[src/rtl/core/keyed_device_registry_table_top_macros.svh]
// ----------------------------------------------------------------------------
// Keyed device registry table - assertion macros
// Checks that are written once here and used by the registry RTL.
// ----------------------------------------------------------------------------
`ifndef KEYED_DEVICE_REGISTRY_TABLE_TOP_MACROS_SVH
`define KEYED_DEVICE_REGISTRY_TABLE_TOP_MACROS_SVH

// Same-cycle implication, clocked on clk and held off during reset.
`define KDRT_ASSERT_NOW(lbl, ante, cons, msg) \
  lbl: assert property (@(posedge clk) disable iff (!rst_n) (ante) |-> (cons)) \
    else $error(msg);

// Next-cycle implication, clocked on clk and held off during reset.
`define KDRT_ASSERT_NXT(lbl, ante, cons, msg) \
  lbl: assert property (@(posedge clk) disable iff (!rst_n) (ante) |=> (cons)) \
    else $error(msg);

`endif

[src/rtl/core/kdrt_pkg.sv]
// ----------------------------------------------------------------------------
// Keyed device registry table - package
// Operation and status codes and the field types of the registry ports.
// ----------------------------------------------------------------------------
`default_nettype none

package kdrt_pkg;

  typedef logic [2:0]  op_t;
  typedef logic [2:0]  status_t;
  typedef logic [3:0]  slot_t;
  typedef logic [31:0] serial_t;
  typedef logic [31:0] key_t;
  typedef logic [7:0]  dtype_t;
  typedef logic [4:0]  count_t;

  localparam op_t OP_ADD    = 3'd0;
  localparam op_t OP_REMOVE = 3'd1;
  localparam op_t OP_FIND   = 3'd2;
  localparam op_t OP_REKEY  = 3'd3;
  localparam op_t OP_READ   = 3'd4;

  localparam status_t ST_OK       = 3'd0;
  localparam status_t ST_FULL     = 3'd1;
  localparam status_t ST_BADSLOT  = 3'd2;
  localparam status_t ST_TAKEN    = 3'd3;
  localparam status_t ST_NOTFOUND = 3'd4;

endpackage

`default_nettype wire

[src/rtl/core/keyed_device_registry_table_top.sv]
// ----------------------------------------------------------------------------
// Keyed device registry table - top level
// Table of device entries with serial lookup, first-free allocation,
// removal, rekeying and readback, driven by a small scan sequencer.
// ----------------------------------------------------------------------------
//
//  Channel   Handshake         Words carried
//  --------  ----------------  ------------------------------------------------
//  in_*      start / busy      operation, slot, serial, dev_key, dev_type
//  out_*     out_valid strobe  status, result_slot, was_existing, read_serial,
//                              read_key, read_type, slots_in_use
//
// A word is taken at a clock edge with start high and busy low. Busy then stays
// high until the result word is produced, and the result strobe rises in the
// cycle that busy falls, so a new word can be taken in that very cycle.
// Add, find and rekey compare one slot per cycle against the serial memory, over
// the slots below the high-water count (at most ENTRIES); a hit ends the scan
// early. Remove and a rekey or read of an unusable slot finish in the dispatch
// state; a read of a usable slot goes on to a read-data state first.
// Reset (rst_n low, synchronous) clears all valid marks and the count at once.
// The receiver cannot stall: every result is shown for exactly one cycle.
// ----------------------------------------------------------------------------
`default_nettype none

`include "keyed_device_registry_table_top_macros.svh"

module keyed_device_registry_table_top #(
  parameter int ENTRIES = 16
) (
  input  wire                  clk,
  input  wire                  rst_n,
  input  wire                  start,
  output logic                 busy,
  input  kdrt_pkg::op_t        in_operation,
  input  kdrt_pkg::slot_t      in_slot,
  input  kdrt_pkg::serial_t    in_serial,
  input  kdrt_pkg::key_t       in_dev_key,
  input  kdrt_pkg::dtype_t     in_dev_type,
  output logic                 out_valid,
  output kdrt_pkg::status_t    out_status,
  output kdrt_pkg::slot_t      out_result_slot,
  output logic                 out_was_existing,
  output kdrt_pkg::serial_t    out_read_serial,
  output kdrt_pkg::key_t       out_read_key,
  output kdrt_pkg::dtype_t     out_read_type,
  output kdrt_pkg::count_t     out_slots_in_use
);

  import kdrt_pkg::*;

  // Index width into the table, and width of a count that can reach ENTRIES.
  localparam int IW = (ENTRIES > 1) ? $clog2(ENTRIES) : 1;
  localparam int HW = $clog2(ENTRIES + 1);
  // Common width for comparing a 4-bit slot number against counts and indexes.
  localparam int CW = (HW > 4) ? HW : 4;
  localparam logic [HW-1:0] ENT_W = HW'(ENTRIES);

  // Sequencer states.
  localparam logic [2:0] S_IDLE  = 3'd0;
  localparam logic [2:0] S_DISP  = 3'd1;
  localparam logic [2:0] S_SCAN  = 3'd2;
  localparam logic [2:0] S_FIN   = 3'd3;
  localparam logic [2:0] S_RDATA = 3'd4;

  logic [2:0] state_r, state_nxt;

  // Captured input word.
  op_t     op_r;
  slot_t   slot_r;
  serial_t serial_r;
  key_t    key_r;
  dtype_t  type_r;

  // Table state: valid marks in flops, payload in memories.
  logic [ENTRIES-1:0] valid_r, valid_nxt;
  logic [HW-1:0]      hw_r, hw_nxt;
  serial_t            mem_serial [ENTRIES];
  key_t               mem_key    [ENTRIES];
  dtype_t             mem_type   [ENTRIES];

  // Memory port controls and registered read data.
  logic          rd_en;
  logic [IW-1:0] rd_addr;
  serial_t       rd_serial_q;
  key_t          rd_key_q;
  dtype_t        rd_type_q;
  logic          rd_valid_q;
  logic          wr_serial_en;
  logic          wr_kt_en;
  logic [IW-1:0] wr_addr;

  // Scan bookkeeping: issue index, the slot whose data is in the read
  // register, and the first hit and first free slot seen so far.
  logic [HW-1:0] idx_r, idx_nxt;
  logic          cmp_vld_r, cmp_vld_nxt;
  logic [IW-1:0] cmp_idx_r, cmp_idx_nxt;
  logic          hit_r, hit_nxt;
  logic [IW-1:0] hit_idx_r, hit_idx_nxt;
  logic          free_r, free_nxt;
  logic [IW-1:0] free_idx_r, free_idx_nxt;

  // Result word registers.
  logic    out_valid_r, out_valid_nxt;
  status_t out_status_r, out_status_nxt;
  slot_t   out_slot_r, out_slot_nxt;
  logic    out_exist_r, out_exist_nxt;
  serial_t out_rserial_r, out_rserial_nxt;
  key_t    out_rkey_r, out_rkey_nxt;
  dtype_t  out_rtype_r, out_rtype_nxt;
  count_t  out_count_r, out_count_nxt;

  // Helper terms.
  logic          slot_ok;
  logic          hit_now;
  logic          issue_go;
  logic          have_free;
  logic [IW-1:0] claim_idx;
  logic [HW-1:0] claim_top;

  assign busy = (state_r != S_IDLE);

  // A slot is usable when it lies under the high-water count and is valid.
  assign slot_ok = (CW'(slot_r) < CW'(hw_r)) && valid_r[IW'(slot_r)];

  // The read register holds slot cmp_idx_r; a hit is a valid entry whose serial
  // matches. The scan stops at the first one, which is the lowest.
  assign hit_now  = cmp_vld_r && rd_valid_q && (rd_serial_q == serial_r);
  assign issue_go = (idx_r < hw_r) && !hit_now;

  // Everything at or above the count is free, so with no free slot seen below
  // the count the next claim goes at the count itself, if the table has room.
  assign have_free = free_r || (hw_r < ENT_W);
  assign claim_idx = free_r ? free_idx_r : IW'(hw_r);
  assign claim_top = HW'(claim_idx) + HW'(1);

  always_comb begin
    state_nxt       = state_r;
    valid_nxt       = valid_r;
    hw_nxt          = hw_r;
    idx_nxt         = idx_r;
    cmp_vld_nxt     = cmp_vld_r;
    cmp_idx_nxt     = cmp_idx_r;
    hit_nxt         = hit_r;
    hit_idx_nxt     = hit_idx_r;
    free_nxt        = free_r;
    free_idx_nxt    = free_idx_r;
    rd_en           = 1'b0;
    rd_addr         = idx_r[IW-1:0];
    wr_serial_en    = 1'b0;
    wr_kt_en        = 1'b0;
    out_valid_nxt   = 1'b0;
    out_status_nxt  = out_status_r;
    out_slot_nxt    = out_slot_r;
    out_exist_nxt   = out_exist_r;
    out_rserial_nxt = out_rserial_r;
    out_rkey_nxt    = out_rkey_r;
    out_rtype_nxt   = out_rtype_r;
    out_count_nxt   = out_count_r;
    wr_addr         = IW'(slot_r);

    unique case (state_r)
      S_IDLE: begin
        if (start) begin
          state_nxt = S_DISP;
        end
      end

      S_DISP: begin
        // Default result: bad slot, fields cleared, count unchanged.
        out_status_nxt  = ST_BADSLOT;
        out_slot_nxt    = slot_r;
        out_exist_nxt   = 1'b0;
        out_rserial_nxt = '0;
        out_rkey_nxt    = '0;
        out_rtype_nxt   = '0;
        out_count_nxt   = 5'(hw_r);
        idx_nxt         = '0;
        cmp_vld_nxt     = 1'b0;
        hit_nxt         = 1'b0;
        free_nxt        = 1'b0;
        unique case (op_r)
          OP_ADD, OP_FIND: begin
            state_nxt = S_SCAN;
          end
          OP_REMOVE: begin
            if (slot_ok) begin
              valid_nxt[IW'(slot_r)] = 1'b0;
              out_status_nxt         = ST_OK;
            end
            out_valid_nxt = 1'b1;
            state_nxt     = S_IDLE;
          end
          OP_REKEY: begin
            if (slot_ok) begin
              state_nxt = S_SCAN;
            end else begin
              out_valid_nxt = 1'b1;
              state_nxt     = S_IDLE;
            end
          end
          OP_READ: begin
            if (slot_ok) begin
              rd_en     = 1'b1;
              rd_addr   = IW'(slot_r);
              state_nxt = S_RDATA;
            end else begin
              out_valid_nxt = 1'b1;
              state_nxt     = S_IDLE;
            end
          end
          default: begin
            out_slot_nxt  = '0;
            out_valid_nxt = 1'b1;
            state_nxt     = S_IDLE;
          end
        endcase
      end

      S_SCAN: begin
        // One slot read is issued and the previous one compared each cycle.
        if (hit_now) begin
          hit_nxt     = 1'b1;
          hit_idx_nxt = cmp_idx_r;
          cmp_vld_nxt = 1'b0;
          state_nxt   = S_FIN;
        end else begin
          if (cmp_vld_r && !rd_valid_q && !free_r) begin
            free_nxt     = 1'b1;
            free_idx_nxt = cmp_idx_r;
          end
          if (issue_go) begin
            rd_en       = 1'b1;
            rd_addr     = idx_r[IW-1:0];
            idx_nxt     = idx_r + HW'(1);
            cmp_vld_nxt = 1'b1;
            cmp_idx_nxt = idx_r[IW-1:0];
          end else begin
            cmp_vld_nxt = 1'b0;
            if (!cmp_vld_r) begin
              state_nxt = S_FIN;
            end
          end
        end
      end

      S_FIN: begin
        out_valid_nxt = 1'b1;
        state_nxt     = S_IDLE;
        case (op_r)
          OP_ADD: begin
            if (hit_r) begin
              wr_kt_en       = 1'b1;
              wr_addr        = hit_idx_r;
              out_status_nxt = ST_OK;
              out_slot_nxt   = 4'(hit_idx_r);
              out_exist_nxt  = 1'b1;
            end else if (have_free) begin
              wr_serial_en         = 1'b1;
              wr_kt_en             = 1'b1;
              wr_addr              = claim_idx;
              valid_nxt[claim_idx] = 1'b1;
              if (claim_top > hw_r) begin
                hw_nxt = claim_top;
              end
              out_status_nxt = ST_OK;
              out_slot_nxt   = 4'(claim_idx);
              out_count_nxt  = 5'((claim_top > hw_r) ? claim_top : hw_r);
            end else begin
              out_status_nxt = ST_FULL;
              out_slot_nxt   = '0;
            end
          end
          OP_FIND: begin
            if (hit_r) begin
              out_status_nxt = ST_OK;
              out_slot_nxt   = 4'(hit_idx_r);
            end else begin
              out_status_nxt = ST_NOTFOUND;
              out_slot_nxt   = '0;
            end
          end
          default: begin
            // Rekey: a serial held by another slot is refused.
            if (hit_r && (CW'(hit_idx_r) != CW'(slot_r))) begin
              out_status_nxt = ST_TAKEN;
            end else begin
              wr_serial_en   = 1'b1;
              wr_kt_en       = 1'b1;
              wr_addr        = IW'(slot_r);
              out_status_nxt = ST_OK;
            end
          end
        endcase
      end

      S_RDATA: begin
        out_status_nxt  = ST_OK;
        out_rserial_nxt = rd_serial_q;
        out_rkey_nxt    = rd_key_q;
        out_rtype_nxt   = rd_type_q;
        out_valid_nxt   = 1'b1;
        state_nxt       = S_IDLE;
      end

      default: begin
        state_nxt = S_IDLE;
      end
    endcase
  end

  // Control state.
  always_ff @(posedge clk) begin
    if (!rst_n) begin
      state_r     <= S_IDLE;
      valid_r     <= '0;
      hw_r        <= '0;
      out_valid_r <= 1'b0;
      cmp_vld_r   <= 1'b0;
      hit_r       <= 1'b0;
      free_r      <= 1'b0;
    end else begin
      state_r     <= state_nxt;
      valid_r     <= valid_nxt;
      hw_r        <= hw_nxt;
      out_valid_r <= out_valid_nxt;
      cmp_vld_r   <= cmp_vld_nxt;
      hit_r       <= hit_nxt;
      free_r      <= free_nxt;
    end
  end

  // Payload registers.
  always_ff @(posedge clk) begin
    if (start && !busy) begin
      op_r     <= in_operation;
      slot_r   <= in_slot;
      serial_r <= in_serial;
      key_r    <= in_dev_key;
      type_r   <= in_dev_type;
    end
    idx_r         <= idx_nxt;
    cmp_idx_r     <= cmp_idx_nxt;
    hit_idx_r     <= hit_idx_nxt;
    free_idx_r    <= free_idx_nxt;
    out_status_r  <= out_status_nxt;
    out_slot_r    <= out_slot_nxt;
    out_exist_r   <= out_exist_nxt;
    out_rserial_r <= out_rserial_nxt;
    out_rkey_r    <= out_rkey_nxt;
    out_rtype_r   <= out_rtype_nxt;
    out_count_r   <= out_count_nxt;
  end

  // Entry memories: one write port, one registered read port.
  always_ff @(posedge clk) begin
    if (wr_serial_en) begin
      mem_serial[wr_addr] <= serial_r;
    end
    if (wr_kt_en) begin
      mem_key[wr_addr]  <= key_r;
      mem_type[wr_addr] <= type_r;
    end
    if (rd_en) begin
      rd_serial_q <= mem_serial[rd_addr];
      rd_key_q    <= mem_key[rd_addr];
      rd_type_q   <= mem_type[rd_addr];
      rd_valid_q  <= valid_r[rd_addr];
    end
  end

  assign out_valid        = out_valid_r;
  assign out_status       = out_status_r;
  assign out_result_slot  = out_slot_r;
  assign out_was_existing = out_exist_r;
  assign out_read_serial  = out_rserial_r;
  assign out_read_key     = out_rkey_r;
  assign out_read_type    = out_rtype_r;
  assign out_slots_in_use = out_count_r;

  // A result word only follows a cycle of work.
  `KDRT_ASSERT_NOW(a_out_after_work, out_valid_r, $past(state_r != S_IDLE), "result without work")
  // A taken word makes the block busy in the next cycle.
  `KDRT_ASSERT_NXT(a_busy_after_start, start && !busy, busy, "start not taken")
  // The high-water count never passes the table size.
  `KDRT_ASSERT_NOW(a_hw_bound, 1'b1, hw_r <= ENT_W, "count above table size")
  // No slot at or above the count is ever valid.
  `KDRT_ASSERT_NOW(a_valid_below_hw, 1'b1, (valid_r >> hw_r) == '0, "valid slot above count")

endmodule

`default_nettype wire
[config.mk]
export PLATFORM = sky130hd
export DESIGN_NAME = keyed_device_registry_table_top
export DESIGN_NICKNAME = d
export VERILOG_FILES = /design/src/rtl/core/kdrt_pkg.sv /design/src/rtl/core/keyed_device_registry_table_top.sv
export VERILOG_INCLUDE_DIRS = /design/src /design/src/rtl/core
export SDC_FILE = /design/constraint.sdc
export NUM_CORES = 2
export LEC_CHECK = 0
export BUFFER_PORTS_ARGS = -buffer_cell sky130_fd_sc_hd__buf_2
export CORE_MARGIN = 1.5
export CORE_UTILIZATION = 40
export CTS_CLUSTER_DIAMETER = 50
export DETAILED_ROUTE_END_ITERATION = 12
export SLEW_MARGIN = 0
export SYNTH_ARGS = -nofsm -noshare
export SYNTH_HDL_FRONTEND = slang
export SYNTH_SLANG_ARGS = --single-unit
export TNS_END_PERCENT = 5
[constraint.sdc]
create_clock -name clk -period 6.63 [get_ports clk]
set_input_delay 0.663 -clock clk [delete_from_list [all_inputs] [get_ports clk]]
set_output_delay 0.663 -clock clk [all_outputs]
set_load 0.005 [all_outputs]
### Yosys cells after proc, flatten, opt, wreduce, memory -nomap -nowiden

Memory sizes are Yosys's and may differ from the RTL's. A register that Yosys moved wholly into a read port is not among the register bits.
Cells that the tools add are included.

* register bits after elaboration: 210
* memory bits (writable): 1152
* input port bits: 82
* output and inout bits: 87
* memories kept: 3

* add/subtract/negate cells: 2
* $lt $le $gt $ge: 9
* eq/ne operators: 24
* multiplexer cells: 84
* bitwise logic cells: 5
* reduce and logical (&&, ||, !) cells: 38

Memory list
* mem_key: depth 16, bits a word 32, read ports 1, clocked after memory_dff 1, wr ports 1, line keyed_device_registry_table_top.sv:78 `key_t mem_key [ENTRIES];`
* mem_serial: depth 16, bits a word 32, read ports 1, clocked after memory_dff 1, wr ports 1, line keyed_device_registry_table_top.sv:77 `serial_t mem_serial [ENTRIES];`
* mem_type: depth 16, bits a word 8, read ports 1, clocked after memory_dff 1, wr ports 1, line keyed_device_registry_table_top.sv:79 `dtype_t mem_type [ENTRIES];`

Operators with widths (number)
* $pmux 32 s2: 2
* $mux 16: 5
* $mux 4: 12
* $eq 32x32->1: 1
* $pmux 16 s2: 1
* $mux 5: 6
* $pmux 3 s3: 3
* $mux 1: 26
* $ne 2x2->1 const B: 10
* $pmux 5 s2: 2
* $mux 3: 6
* $pmux 1 s2: 9
* $reduce_and 3->1: 6
* $and 16x16->16: 1
* $not 16->16: 1
* $or 16x16->16: 1
* $pmux 4 s2: 2
* $pmux 8 s2: 1
* $lt 4x5->1 const B: 3
* $eq 3x2->1 const B: 4
* $logic_and 1x1->1: 10
* $ne 3x3->1 const B: 3
* $bmux 1 s4: 2
* $demux 1 s4: 2
* other kinds (24): 43

### Longest topological paths before layout

* word-level depth: 10
* gate-level depth with buffers: 14
* mapped depth without buffers: 13

### Worst setup path before layout

OpenSTA, ideal clock, no wires.

* path type: register to register
* from: register state_r[1]
* to: register key_r[0] (enable)
* library setup time: 0.517 ns
* arrival time: 4.223 ns
* slack: 1.890 ns
* stages on the path, launching flop included: 4
* clock period less this slack: 4.740 ns
* cells stage by stage: dfxtp_1 > clkbuf_1 > or3_1 > nor2_1

* longest elaborated chain between the ends: 3

Ends and longest elaborated chain
* from (decl): line keyed_device_registry_table_top.sv:65 `logic [2:0] state_r, state_nxt;`
* from (signal assigned): line keyed_device_registry_table_top.sv:322 `state_r <= state_nxt;`
* $reduce_bool 3->1: line keyed_device_registry_table_top.sv:120 `assign busy = (state_r != S_IDLE);`
* named net busy: line keyed_device_registry_table_top.sv:33 `output logic busy,`
* $logic_not 1->1: line keyed_device_registry_table_top.sv:334 `if (start && !busy) begin`
* $logic_and 1x1->1: line keyed_device_registry_table_top.sv:334
* to (signal assigned): line keyed_device_registry_table_top.sv:338 `key_r <= in_dev_key;`
* to (decl): line keyed_device_registry_table_top.sv:71 `key_t key_r;`

The timed path passes the listed nets, and every way through them passes these cells.
A chain may end at the register's enable or synchronous reset.

### Worst setup path after layout

* from: register slot_r[1]
* to: register rd_key_q[13], read port of mem_key, data pin

* longest elaborated chain between the ends: 6
* elaborated cells between the ends (all ways): 10

Ends and longest elaborated chain
* from (decl): line keyed_device_registry_table_top.sv:69 `slot_t slot_r;`
* from (signal assigned): line keyed_device_registry_table_top.sv:336 `slot_r <= in_slot;`
* $bmux 1 s4: line keyed_device_registry_table_top.sv:123 `assign slot_ok = (CW'(slot_r) < CW'(hw_r)) && valid_r[IW'(slot_r)];`
* $mux 1 (implied by the code): line keyed_device_registry_table_top.sv:123
* $logic_and 1x1->1: line keyed_device_registry_table_top.sv:123
* $mux 1 or $mux 4 (tied branches): line keyed_device_registry_table_top.sv:202 `if (slot_ok) begin`
* $mux 1 or $mux 4 (tied branches): line keyed_device_registry_table_top.sv:181 `unique case (op_r)`
* $pmux 1 s2 or $mux 4 (tied branches)
* to (decl): line keyed_device_registry_table_top.sv:85 `key_t rd_key_q;`

Parallel ways exist; a longest one is shown, timed or not. The select of a mux whose other input is x is not followed.

==> flow_summary_export.csv <==
group,metric,value,unit
critical_path,arrival,5.59,ns
critical_path,cp_max_fo,64,
die,io-pin-count,169,
power_and_ir_drop,clockPowerShare,0.437,
clock_network,cts_root_buf,"clkbuf_16",
logic_synthesis,yosys.area_share.simple,0.0915,
clock_network,clkSinkCount,1434,
critical_path,critical_path_class,"register to register",
finish,area.growth.synth_to_final,14.3,%
hold_path,min_path_type,"input pin to register",
logic_synthesis,synthDistinctLibCells,60,
logic_synthesis,yosysTopAreaCellShare,0.710,
sta,fin_skew,0.0361,ns
critical_path,timing.reg2reg.setup_slack,1.56,ns
die,initial_core_util,0.403,
finish,final_cell_mix,"edfxtp_1, nand2_1, mux2i_1, a21oi_1, nand2b_1",
global_route,grt_pass1_vias,35900,
logic_synthesis,synth_top_family_by_area,"compound AO/OA/AOI/OAI gates",
die,fp-row-count,141,
hold_path,min_to,"key_r[14]",
die,die_area,151000,sq um
logic_synthesis,syn-cell-area,59500,sq um
die,die_h,389,microns
power_and_ir_drop,power_density,289,nW/um^2
critical_path,r2r-start,"slot_r[1]",
finish,final_common_cell,"edfxtp_1",
place,hpwlAfterDp,86200,microns
power_and_ir_drop,seq_power_share,0.520,
die,coreArea,148000,sq um
logic_synthesis,synth_edf_count,1406,
sta,max_slew_margin,0.0625,
sta,rsz0062_at_grt,"no",
power_and_ir_drop,peakVddDrop,0.246,mV
power_and_ir_drop,power_frac_comb,0.044,
critical_path,critPathLaunchType,"register",
place,portBuffers,168,
sta,timing.hold.ws,0.0541,ns
finish,multi_input_area,15800,sq um
drt,vias,36600,
hold_path,hp-start,"in_dev_key[14]",
critical_path,cp-end-kind,"register",
drt,route.met2.wl,80600,microns
logic_synthesis,ys_ff_latch,1434,
drt,detail_route.iter0.violations,3380,
logic_synthesis,syn_area_per_cell,14.5,sq um
drt,ant_nets,0,
clock_network,clk_pin_slew_worst_paths,0.06,ns
global_route,grt_max_degree,201,
sta,slew_violations,0,
global_route,grt_pass1_wl,242000,microns
sta,period_needed,5.07,ns
drt,viasPerCell,5.84,
hold_path,min_delay_path_depth,1,
logic_synthesis,synth-warning-count,0,
sta,finalSetupViolations,0,
global_route,grt.overflow.total,0,
run,drv_cap,0,
finish,finalNetCount,4317,
critical_path,cp.required,7.15,ns
clock_network,max-clock-path-buffers,3,
outcome,outcome,"finished clean",
sta,final-hold-violation-count,0,
clock_network,numCtsBuffers,160,
sta,post-route-period-util,0.765,
logic_synthesis,yosys.area_share.xor_xnor,0.00618,
power_and_ir_drop,p_sw_frac,0.219,
power_and_ir_drop,p_leak,23.0,nW
critical_path,r2r_cells,11,
finish,drive_gt1_frac,0.123,
logic_synthesis,synth-compound-area-share,0.105,
drt,met1Wirelength,68800,microns
clock_network,cts_tree,"built",
logic_synthesis,synthArstFlopShare,0,
finish,fillers,12700,
logic_synthesis,ys_top_cells_by_area,"edfxtp_1, mux2i_1, nand2b_1",
logic_synthesis,synth_mux_area_frac,0.0530,
logic_synthesis,yosysTopAreaCell,"edfxtp_1",
drt,drcViolationCount,0,
logic_synthesis,postSynth.topFlopCell,"edfxtp_1",
drt,top_layer,"met4",
logic_synthesis,ys_seq_area_frac,0.719,
power_and_ir_drop,p_sw,4.30,mW
finish,final_core_util,0.461,
sta,worst_pin_slew,1.41,ns
sta,fmax,197,MHz
clock_network,htree_levels,4,
place,gp_congestion,0.810,
die,die_x,389,microns
critical_path,r2r-end,"rd_key_q[13]",
global_route,track_usage,0.216,
logic_synthesis,synth_nets,4196,
sta,fin_tns_setup,0,ns
logic_synthesis,synth_adder_area_share,0.00357,
logic_synthesis,syn_inst,4097,
power_and_ir_drop,power.internal,15.4,mW
global_route,antenna_found_initial,6,
drt,dr_wl_met3,10900,microns
finish,final-seq-area,42800,sq um
drt,firstDrtPassIters,6,
drt,drt_wl_total,165000,microns
clock_network,clock_latency,0.79,ns
drt,wl_per_cell,26.3,microns
[power by group through the flow]
stage	logic, mW	registers [mW]	clock network (mW)
final	0.865	10.2	8.59
after floorplan	0.535	10.3	0
after CTS	0.867	10.2	8.73
after global routing	0.923	10.2	9.08
after global placement	0.853	10.4	0
after detailed placement	0.863	10.4	0
[worst max-delay path, cell delays in order, from the launching register on]
cell,delay [ns]
edfxtp_1,0.67
ha_1,0.33
a211oi_1,0.30
o311ai_1,0.24
nor4_4,0.45
buf_4,0.57
buf_4,0.85
a21oi_1,0.16
a311oi_1,0.36
o22a_1,0.18
o221ai_1,0.10
or4_1,0.53
[state kept, by name, indices dropped and copies added, names as in the netlist, 32 cells and up]
| signal | count |
|---|---|
| out_read_key | 32 |
| mem_serial | 512 |
| key_r | 32 |
| serial_r | 32 |
| mem_key | 512 |
| rd_key_q | 32 |
| out_read_serial | 32 |
| mem_type | 128 |
| rd_serial_q | 32 |
[metal layers]
metal / global-route usage / vias up
li1: - / 16200
met1: 0.288 / 18600
met2: 0.360 / 1481
met3: 0.0321 / 341
met4: 0.0748 / 0
met5: 0 / -
[timing repair]
item / 4_1_cts / 5_1_grt
hold endpoints to repair: 4 / 0
setup endpoints to repair: 0 / 0
setup buffers: 0 / 0
hold buffers: 4 / 0
gates resized for setup: 0 / 0
[worst max path at each step]
| stage | start | to | slack (ns) | cells after the start |
|---|---|---|---|---|
| after floorplan | state_r[1] | key_r[0] | 1.89 | 3 |
| after global placement | slot_r[1] | rd_type_q[3] | 1.75 | 9 |
| after detailed placement | slot_r[1] | rd_key_q[13] | 1.62 | 11 |
| after CTS | slot_r[1] | rd_key_q[23] | 1.60 | 11 |
| after global routing | slot_r[1] | rd_key_q[23] | 1.21 | 11 |
| final | slot_r[1] | rd_key_q[13] | 1.56 | 11 |
[logic make-up after synthesis]
logic type / after synthesis
DFF: 1434
and+or+nand+nor: 1076
AOI/OAI and AO/OA: 904
buffers and inverters: 313
muxes: 311
xor gates and xnor gates: 42
adders and majority gates: 17
[final cells by class]
cell class              count  share of cell area
clock inverters            96              0.0123
clock buffers             190              0.0621
repair buffers            260              0.0276
inverters                  12            0.000662
flip-flops and latches   1434               0.629
well taps                1930              0.0355
diodes                      1           0.0000368
multi-input cells        2350               0.233
[metrics by stage]
step                      power (mW)  setup slack, ns  instance area (sq um)  instances
after global routing            20.2             1.21                  68000       6273
after global placement          11.3             1.75                  62900       5982
after floorplan                 10.9             1.89                  59500       4097
final                           19.7             1.56                  68000       6273
after CTS                       19.8             1.60                  68000       6272
after detailed placement        11.3             1.62                  62900       5982
[cells in the mapped netlist (3+ instances only)]
| cell type | number |
|---|---|
| a211oi_1 | 149 |
| a21boi_0 | 17 |
| a21o_1 | 3 |
| a21oi_1 | 301 |
| a221o_1 | 3 |
| a221oi_1 | 3 |
| a22oi_1 | 5 |
| a311oi_1 | 146 |
| and2_1 | 4 |
| and3_1 | 78 |
| buf_1 | 15 |
| buf_2 | 76 |
| clkbuf_1 | 207 |
| dfxtp_1 | 28 |
| edfxtp_1 | 1406 |
| ha_1 | 17 |
| inv_1 | 12 |
| mux2i_1 | 306 |
| mux4_2 | 3 |
| nand2_1 | 496 |
| nand2b_1 | 300 |
| nand3_1 | 13 |
| nand4_1 | 6 |
| nor2_1 | 57 |
| nor2b_1 | 12 |
| nor3_1 | 12 |
| nor4_1 | 7 |
| o21a_1 | 8 |
| o21ai_0 | 34 |
| o221ai_1 | 73 |
| o22a_1 | 74 |
| o22ai_1 | 75 |
| or2_2 | 3 |
| or3_1 | 7 |
| or4_1 | 73 |
| xnor2_1 | 25 |
| xor2_1 | 17 |
(Power assumes the default switching activity.)
